### config.mk
export PLATFORM = sky130hd
export DESIGN_NAME = joint_admittance_offset_unit
export DESIGN_NICKNAME = d
export VERILOG_FILES = /design/src/hw/rtl/jao_pkg.sv /design/src/hw/rtl/joint_admittance_offset_unit.sv
export SDC_FILE = /design/constraint.sdc
export NUM_CORES = 2
export LEC_CHECK = 0
export ABC_AREA = 1
export BUFFER_PORTS_ARGS = -buffer_cell sky130_fd_sc_hd__buf_4
export CAP_MARGIN = 15
export CELL_PAD_IN_SITES_DETAIL_PLACEMENT = 1
export CELL_PAD_IN_SITES_GLOBAL_PLACEMENT = 1
export CORE_AREA = 5 5 318 444
export CTS_CLUSTER_DIAMETER = 150
export DETAILED_ROUTE_END_ITERATION = 12
export DIE_AREA = 0 0 323 449
export HOLD_SLACK_MARGIN = 0.02
export PLACE_DENSITY = 0.83
export SLEW_MARGIN = 5
export SYNTH_ARGS = -nofsm -noshare
export SYNTH_HDL_FRONTEND = slang
export SYNTH_SLANG_ARGS = --single-unit
export TNS_END_PERCENT = 30
### constraint.sdc
create_clock -name clk -period 9.05 [get_ports clk]
set_input_delay 1.3575 -clock clk [delete_from_list [all_inputs] [get_ports clk]]
set_output_delay 1.3575 -clock clk [all_outputs]
set_load 0.01 [all_outputs]
### src/hw/rtl/jao_pkg.sv
// ----------------------------------------------------------------------------
// Joint admittance offset package
// Shared widths, reset values, register indexes and the packed gain decoder.
// ----------------------------------------------------------------------------
package jao_pkg;

  localparam int unsigned DATA_W    = 32;
  localparam int unsigned GAIN_W    = 16;
  localparam int unsigned CFG_W     = 48;
  localparam int unsigned CFG_IDX_W = 3;

  localparam logic [16:0] COEF_ONE         = 17'd65536;
  localparam logic [30:0] MAX_OFFSET_RESET = 31'd65536;
  localparam logic [47:0] STIFF_RESET      = 48'h0100_0100_0100;

  typedef enum logic [CFG_IDX_W-1:0] {
    REG_FILTER_COEF,
    REG_DEADBAND,
    REG_MAX_OFFSET,
    REG_DAMP_LOW,
    REG_DAMP_HIGH,
    REG_STIFF_LOW,
    REG_STIFF_HIGH
  } cfg_reg_t;

  // Each register packs three signed Q8.8 gains; axes without a field read zero.
  function automatic logic [GAIN_W-1:0] packed_gain(
    input logic [CFG_W-1:0] low,
    input logic [CFG_W-1:0] high,
    input logic [2:0]       axis
  );
    logic [GAIN_W-1:0] g;
    unique case (axis)
      3'd0:    g = low[15:0];
      3'd1:    g = low[31:16];
      3'd2:    g = low[47:32];
      3'd3:    g = high[15:0];
      3'd4:    g = high[31:16];
      3'd5:    g = high[47:32];
      default: g = '0;
    endcase
    return g;
  endfunction

endpackage

### src/hw/rtl/joint_admittance_offset_unit.sv
// ----------------------------------------------------------------------------
// Joint admittance offset unit
// Filters the wrench of one axis and turns it into a clamped position offset.
// ----------------------------------------------------------------------------
// Each input transfer carries an axis, a raw wrench, a joint position and a
// joint velocity; each one yields exactly one output transfer with the command
// position and an active flag. Both channels use valid and ready. Gains, the
// filter coefficient, the deadband and the offset limit are set through the
// write-only configuration port; the user must write them only while the unit
// is idle, and the unit itself does not enforce this.
// The two products are formed by shift-and-add multipliers that take one
// multiplier bit per cycle, and the quotient comes from a restoring divider
// that makes one quotient bit per cycle. An item without an offset, or whose
// offset saturates, skips the divider. One item is in work at a time. A
// finished result sits in the output register, and the next item is taken
// while it waits; a stalled receiver only holds back the item after that.
// Synchronous reset clears the filter state of all axes and restores the
// configuration reset values; no clearing pass is needed.
// ----------------------------------------------------------------------------
module joint_admittance_offset_unit
  import jao_pkg::*;
#(
  parameter int unsigned AXES = 6
) (
  input  logic                     clk,
  input  logic                     rst_n,
  input  logic                     in_valid,
  output logic                     in_ready,
  input  logic [2:0]               in_axis,
  input  logic signed [DATA_W-1:0] in_raw_wrench,
  input  logic signed [DATA_W-1:0] in_joint_position,
  input  logic signed [DATA_W-1:0] in_joint_velocity,
  output logic                     out_valid,
  input  logic                     out_ready,
  output logic signed [DATA_W-1:0] out_command_position,
  output logic                     out_offset_active,
  input  logic                     cfg_we,
  input  logic [CFG_IDX_W-1:0]     cfg_index,
  input  logic [CFG_W-1:0]         cfg_wdata
);

  localparam int unsigned AW     = (AXES > 1) ? $clog2(AXES) : 1;
  localparam logic [3:0]  AXES_V = 4'(AXES);
  localparam logic [4:0]  MUL_LAST = 5'd16;
  localparam logic [4:0]  DIV_LAST = 5'd30;

  typedef enum logic [2:0] {
    ST_IDLE,
    ST_MUL,
    ST_FILT,
    ST_TERM,
    ST_PREP,
    ST_DIV,
    ST_OFFS,
    ST_DONE
  } state_t;

  state_t st_r;

  logic [16:0]        coef_r;
  logic [30:0]        deadband_r;
  logic [30:0]        max_offset_r;
  logic [CFG_W-1:0]   damp_low_r;
  logic [CFG_W-1:0]   damp_high_r;
  logic [CFG_W-1:0]   stiff_low_r;
  logic [CFG_W-1:0]   stiff_high_r;

  logic signed [DATA_W-1:0] sw_r [AXES];

  logic              axis_ok_r;
  logic [AW-1:0]     idx_r;
  logic signed [31:0] pos_r;
  logic signed [31:0] s_r;
  logic [49:0]       mc_f_r;
  logic [16:0]       mp_f_r;
  logic [49:0]       acc_f_r;
  logic [47:0]       mc_d_r;
  logic [15:0]       mp_d_r;
  logic [47:0]       acc_d_r;
  logic [4:0]        cnt_r;
  logic [15:0]       k_r;
  logic [15:0]       kmag_r;
  logic signed [31:0] f_r;
  logic [48:0]       term_r;
  logic              active_r;
  logic              neg_r;
  logic              sat_r;
  logic [15:0]       rem_r;
  logic [30:0]       dvd_r;
  logic [30:0]       q_r;
  logic [31:0]       off_r;
  logic              out_valid_r;
  logic [31:0]       out_cmd_r;
  logic              out_act_r;

  logic              axis_ok;
  logic [AW-1:0]     in_idx;
  logic [31:0]       s_rd;
  logic [16:0]       coef_eff;
  logic [32:0]       diff;
  logic [49:0]       acc_f_nxt;
  logic [47:0]       acc_d_nxt;
  logic [33:0]       filt_sum;
  logic [31:0]       f_nxt;
  logic [48:0]       term_nxt;
  logic [48:0]       term_mag;
  logic [31:0]       f_mag;
  logic [15:0]       kmag_nxt;
  logic              ovf;
  logic              active_nxt;
  logic [16:0]       rem2;
  logic              q_bit;
  logic [15:0]       rem_nxt;
  logic [30:0]       off_mag;
  logic [31:0]       off_nxt;
  logic [32:0]       cmd_sum;
  logic [31:0]       cmd_nxt;

  assign axis_ok  = {1'b0, in_axis} < AXES_V;
  assign in_idx   = in_axis[AW-1:0];
  assign s_rd     = axis_ok ? sw_r[in_idx] : '0;
  assign coef_eff = (coef_r > COEF_ONE) ? COEF_ONE : coef_r;
  assign diff     = {in_raw_wrench[31], in_raw_wrench} - {s_rd[31], s_rd};

  always_comb begin
    acc_f_nxt = mp_f_r[0] ? acc_f_r + mc_f_r : acc_f_r;
    if (!mp_d_r[0]) begin
      acc_d_nxt = acc_d_r;
    end else if (cnt_r == 5'd1) begin
      acc_d_nxt = acc_d_r - mc_d_r;
    end else begin
      acc_d_nxt = acc_d_r + mc_d_r;
    end
    filt_sum   = {{2{s_r[31]}}, s_r} + acc_f_r[49:16];
    f_nxt      = filt_sum[31:0];
    term_nxt   = {{9{f_r[31]}}, f_r, 8'd0} - {acc_d_r[47], acc_d_r};
    kmag_nxt   = k_r[15] ? (16'd0 - k_r) : k_r;
    term_mag   = term_r[48] ? (49'd0 - term_r) : term_r;
    f_mag      = f_r[31] ? (32'd0 - f_r) : f_r;
    ovf        = term_mag[47:31] >= {1'b0, kmag_r};
    active_nxt = axis_ok_r && (f_mag >= {1'b0, deadband_r}) && (k_r != 16'd0);
    rem2       = {rem_r, dvd_r[30]};
    q_bit      = rem2 >= {1'b0, kmag_r};
    rem_nxt    = q_bit ? 16'(rem2 - {1'b0, kmag_r}) : rem2[15:0];
    if (!active_r) begin
      off_mag = '0;
    end else if (sat_r || (q_r > max_offset_r)) begin
      off_mag = max_offset_r;
    end else begin
      off_mag = q_r;
    end
    off_nxt = neg_r ? (32'd0 - {1'b0, off_mag}) : {1'b0, off_mag};
    cmd_sum = {pos_r[31], pos_r} + {off_r[31], off_r};
    if (cmd_sum[32] != cmd_sum[31]) begin
      cmd_nxt = cmd_sum[32] ? 32'h8000_0000 : 32'h7fff_ffff;
    end else begin
      cmd_nxt = cmd_sum[31:0];
    end
  end

  always_ff @(posedge clk) begin
    if (!rst_n) begin
      st_r         <= ST_IDLE;
      out_valid_r  <= 1'b0;
      coef_r       <= COEF_ONE;
      deadband_r   <= '0;
      max_offset_r <= MAX_OFFSET_RESET;
      damp_low_r   <= '0;
      damp_high_r  <= '0;
      stiff_low_r  <= STIFF_RESET;
      stiff_high_r <= STIFF_RESET;
      for (int i = 0; i < AXES; i++) begin
        sw_r[i] <= '0;
      end
    end else begin
      if (cfg_we) begin
        unique case (cfg_reg_t'(cfg_index))
          REG_FILTER_COEF: coef_r       <= cfg_wdata[16:0];
          REG_DEADBAND:    deadband_r   <= cfg_wdata[30:0];
          REG_MAX_OFFSET:  max_offset_r <= cfg_wdata[30:0];
          REG_DAMP_LOW:    damp_low_r   <= cfg_wdata;
          REG_DAMP_HIGH:   damp_high_r  <= cfg_wdata;
          REG_STIFF_LOW:   stiff_low_r  <= cfg_wdata;
          REG_STIFF_HIGH:  stiff_high_r <= cfg_wdata;
          default: ;
        endcase
      end

      if (out_valid_r && out_ready && (st_r != ST_DONE)) begin
        out_valid_r <= 1'b0;
      end

      unique case (st_r)
        ST_IDLE: begin
          if (in_valid) begin
            axis_ok_r <= axis_ok;
            idx_r     <= in_idx;
            pos_r     <= in_joint_position;
            s_r       <= s_rd;
            mc_f_r    <= {{17{diff[32]}}, diff};
            mp_f_r    <= coef_eff;
            acc_f_r   <= '0;
            mc_d_r    <= {{16{in_joint_velocity[31]}}, in_joint_velocity};
            mp_d_r    <= packed_gain(damp_low_r, damp_high_r, in_axis);
            acc_d_r   <= '0;
            k_r       <= packed_gain(stiff_low_r, stiff_high_r, in_axis);
            cnt_r     <= MUL_LAST;
            st_r      <= ST_MUL;
          end
        end
        ST_MUL: begin
          acc_f_r <= acc_f_nxt;
          acc_d_r <= acc_d_nxt;
          mc_f_r  <= {mc_f_r[48:0], 1'b0};
          mc_d_r  <= {mc_d_r[46:0], 1'b0};
          mp_f_r  <= {1'b0, mp_f_r[16:1]};
          mp_d_r  <= {1'b0, mp_d_r[15:1]};
          cnt_r   <= cnt_r - 5'd1;
          if (cnt_r == 5'd0) begin
            st_r <= ST_FILT;
          end
        end
        ST_FILT: begin
          f_r <= f_nxt;
          if (axis_ok_r) begin
            sw_r[idx_r] <= f_nxt;
          end
          st_r <= ST_TERM;
        end
        ST_TERM: begin
          term_r <= term_nxt;
          kmag_r <= kmag_nxt;
          st_r   <= ST_PREP;
        end
        ST_PREP: begin
          active_r <= active_nxt;
          neg_r    <= term_r[48] ^ k_r[15];
          sat_r    <= ovf;
          rem_r    <= term_mag[46:31];
          dvd_r    <= term_mag[30:0];
          q_r      <= '0;
          cnt_r    <= DIV_LAST;
          st_r     <= (active_nxt && !ovf) ? ST_DIV : ST_OFFS;
        end
        ST_DIV: begin
          rem_r <= rem_nxt;
          dvd_r <= {dvd_r[29:0], 1'b0};
          q_r   <= {q_r[29:0], q_bit};
          cnt_r <= cnt_r - 5'd1;
          if (cnt_r == 5'd0) begin
            st_r <= ST_OFFS;
          end
        end
        ST_OFFS: begin
          off_r <= off_nxt;
          st_r  <= ST_DONE;
        end
        ST_DONE: begin
          if (!out_valid_r || out_ready) begin
            out_cmd_r   <= cmd_nxt;
            out_act_r   <= active_r;
            out_valid_r <= 1'b1;
            st_r        <= ST_IDLE;
          end
        end
        default: st_r <= ST_IDLE;
      endcase
    end
  end

  assign in_ready             = (st_r == ST_IDLE);
  assign out_valid            = out_valid_r;
  assign out_command_position = out_cmd_r;
  assign out_offset_active    = out_act_r;

endmodule

==> run_results.csv <==
group,metric,value,unit
power_and_ir_drop,seq_power_share,41.2,%
setup_path,crit_slowest_cell,"o221ai_1",
global_routing,antenna_found_initial,8,
power_and_ir_drop,ir_worst_vdd,180,uV
synth,synth_edf_count,749,
flow_run,maxCapViolCount,0,
synth,synth_area,59600,um^2
drt,totalWireLength,217,mm
sta,fin_setup_tns,0,ns
clock_tree,clock_latency,0.78,ns
power_and_ir_drop,internal_power,9.13,mW
global_routing,grt_pass1_wl,327,mm
layout,area_growth,11.8,%
global_routing,grt_max_degree,136,
setup_path,rr_startpoint,"cnt_r[0]",
setup_path,crit_type,"in2reg",
clock_tree,clockBufferDepth,3,
synth,syn-mean-instance-area,8.37,um^2
setup_path,slowest_delay,0.59,ns
sta,drv_slew,0,
power_and_ir_drop,combPwrFrac,25.0,%
power_and_ir_drop,power_leakage,27.7,nW
layout,final_area,66600,um^2
power_and_ir_drop,finalPower,13.9,mW
clock_tree,cts-resized-gates,0,
power_and_ir_drop,p_switching,4.75,mW
drt,vias_per_cell,5.77,
worst_hold_path,min_from,"damp_low_r[34]",
outcome,status,"finished clean",
floorplan,dieArea,145000,um^2
layout,final_util,48.6,%
clock_tree,clock_sinks,1024,
clock_tree,path_clk_slew,0.06,ns
setup_path,crit_top_cell,"nand2_1",
synth,synth.area.top_cells,"edfxtp_1, dfxtp_1, nand2_1",
place,port_buffers,189,
setup_path,required,9.52,ns
floorplan,fp.dieH,449,um
sta,final-hold-violation-count,0,
global_routing,track_usage,29.0,%
synth,synth_top_cell_area_share,37.7,%
drt,drc_errors,0,
drt,vias,52700,
floorplan,core_area,137000,um^2
sta,relSlewSlack,18.4,%
clock_tree,cts_buffers,105,
clock_tree,cts_tree,"built",
sta,finalSetupViolations,0,
synth,async_reset_ff_share,0,%
layout,nets,7731,
floorplan,io_pins,190,
floorplan,row_count,161,
sta,worst_pin_slew,1.22,ns
clock_tree,htreeDepth,3,
global_routing,grt_pass1_vias,56100,
sta,fin_worst_skew,0.0747,ns
power_and_ir_drop,clock_power_share,33.7,%
setup_path,crit_path_cell_trace,"buf_4 -> inv_2 -> nor2_2 -> buf_4 -> clkinv_1 -> o221ai_1 -> inv_1 -> ha_1 -> a21oi_1 -> nand2_1 -> nand2_1 -> nand2_1 -> nand2_1 -> o21ai_0 -> nand2_1 -> nand2_1 -> nand2_1 -> nand2_1 -> a21boi_0 -> o21ai_0 -> xnor2_1 -> o21ai_0",
floorplan,initial_core_util,43.5,%
power_and_ir_drop,switching_share,34.2,%
sta,post-route-min-period,6.21,ns
sta,rsz0062_at_grt,"false",
clock_tree,cts-hold-fix-buffers,0,
synth,ys_seq_area_share,47.0,%
layout,drive_gt1_share,6.99,%
sta,final.period_utilization,68.6,%
synth,synth.distinct_cells,65,
drt,ant_nets,0,
layout,instances_no_fill,9128,
place,dp_cells,8922,
place,place_hpwl,162,mm
setup_path,endpoint_kind,"register",
synth,synthCells,7116,
clock_tree,post-cts-setup-buffer-count,0,
floorplan,dieWidth,323,um
drt,wl_per_cell,23.7,um
setup_path,cp_max_fo,68,
synth,yosysTopAreaCell,"edfxtp_1",
synth,synth.net_count,7609,
setup_path,start_kind,"input port",
setup_path,startpoint,"in_axis[0]",
sta,fmax,161,MHz
synth,ys_warn_count,0,
worst_hold_path,hold_path.class,"reg2reg",
place,place_area,62900,um^2
power_and_ir_drop,power.density,208,nW/um^2
setup_path,worst_ep_arrival_time,6.68,ns
drt,dr.pass1.iters,7,
synth,synth_ff_type,"edfxtp_1",
drt,dr.first_iter.drc_count,3724,
place,place_congestion,0.970,
synth,ys_seq_elements,1024,
clock_tree,clk_root_buffer_cell,"clkbuf_16",
global_routing,grt-ovfl-total,0,
## cell families after synthesis
kind of cell	count (synthesis)	share of synthesized area, %
AO/OA/AOI/OAI	1686	16.2
XOR/XNOR	294	4.33
adder cells (fa/ha/maj)	338	7.17
buffers and inverters	1188	7.57
flip-flops	1024	47.0
AND/OR/NAND/NOR	2586	17.8
## cells in the final DEF, fill, tap and decap left out, types with 15 or more instances in the layout
cell type,instances
nand2_1,1120
nor2_1,1003
inv_1,938
edfxtp_1,749
a21oi_1,638
o21ai_0,622
ha_1,332
dfxtp_1,275
buf_4,247
nand3_1,207
xor2_1,193
clkbuf_16,110
xnor2_1,100
a31oi_1,85
nor3_1,65
nand4_1,54
o21a_1,53
o221ai_1,43
nor4_1,36
a221oi_1,33
a221o_1,32
clkinv_1,25
clkbuf_1,18
a22oi_1,17
a21boi_0,17
clkinv_2,17
a21o_1,15
o21ai_1,15
## power by group through the flow
stage | Clock (mW) | Sequential, mW | Combinational (mW)
final | 4.69 | 5.72 | 3.47
after global routing | 4.94 | 5.74 | 3.79
after CTS | 4.73 | 5.72 | 3.43
after detailed placement | 0 | 5.82 | 3.39
after global placement | 0 | 5.81 | 3.26
after floorplan | 0 | 5.71 | 2.18
## layer usage
layer  wire [um]  up-vias  global-route usage [%]
li1            -    24400                       -
met1       78600    26000                    31.1
met2      111000     1663                    52.8
met3       10900      635                    4.33
met4       16400        8                    18.4
met5          48        -                       0
## area by class of cell
| class | count | area [um^2] |
|---|---|---|
| Clock buffer | 138 | 2960 |
| Antenna cell | 6 | 15.0 |
| Inverter | 953 | 3580 |
| Sequential cell | 1024 | 28000 |
| Tap cell | 1793 | 2240 |
| Multi-Input combinational cell | 4904 | 27200 |
| Timing Repair Buffer | 250 | 1910 |
| Clock inverter | 60 | 697 |
| Fill cell | 16300 | 70400 |
## stage by stage
step                setup slack (ns)  hold slack (ns)
finish                          2.84            0.453
global route                    2.53            0.466
CTS                             2.70            0.450
detailed placement              1.91            0.439
global placement                2.18            0.433
floorplan                      0.151            0.423
## registers in the layout (all words and copies together), names as in the netlist, 31 cells and up
| signal | count |
|---|---|
| dvd_r | 31 |
| stiff_high_r | 48 |
| term_r | 49 |
| stiff_low_r | 48 |
| acc_f_r | 48 |
| off_r | 32 |
| s_r | 32 |
| f_r | 32 |
| pos_r | 32 |
| mc_f_r | 48 |
| deadband_r | 31 |
| sw_r | 192 |
| out_command_position | 32 |
| damp_low_r | 48 |
| q_r | 31 |
| damp_high_r | 48 |
| max_offset_r | 31 |
| acc_d_r | 48 |
| mc_d_r | 48 |
## worst max-delay path, delay by kind of cell
kind                       cells  cell delay [ns]
buffers and inverters          5             1.63
xor gates and xnor gates       1             0.15
and+or+nand+nor                9             1.33
AOI/OAI and AO/OA              6             1.72
adders and majority gates      1             0.41
## path summary, 6_finish.rpt
| check | to | slack (ns) | cells after the start |
|---|---|---|---|
| worst min register to register | damp_low_r[34] | 0.45 | 2 |
| worst min-delay path | damp_low_r[34] | 0.45 | 2 |
| worst max register to register | acc_d_r[46] | 3.78 | 20 |
| worst max-delay path | mc_f_r[23] | 2.84 | 22 |
## Yosys cell counts (15+ instances only)
| cell type | instances |
|---|---|
| a21boi_0 | 17 |
| nor2_1 | 1017 |
| nor3_1 | 68 |
| inv_1 | 939 |
| dfxtp_1 | 275 |
| o21a_1 | 53 |
| nand4_1 | 54 |
| ha_1 | 332 |
| xor2_1 | 193 |
| a31oi_1 | 85 |
| nand3_1 | 208 |
| o21ai_0 | 622 |
| a21oi_1 | 639 |
| clkbuf_1 | 207 |
| a221oi_1 | 33 |
| o221ai_1 | 43 |
| edfxtp_1 | 749 |
| a221o_1 | 32 |
| a21o_1 | 15 |
| a22oi_1 | 17 |
| nor4_1 | 36 |
| nand2_1 | 1120 |
| o21ai_1 | 15 |
| xnor2_1 | 100 |
Power figures use the tool's default switching activity.
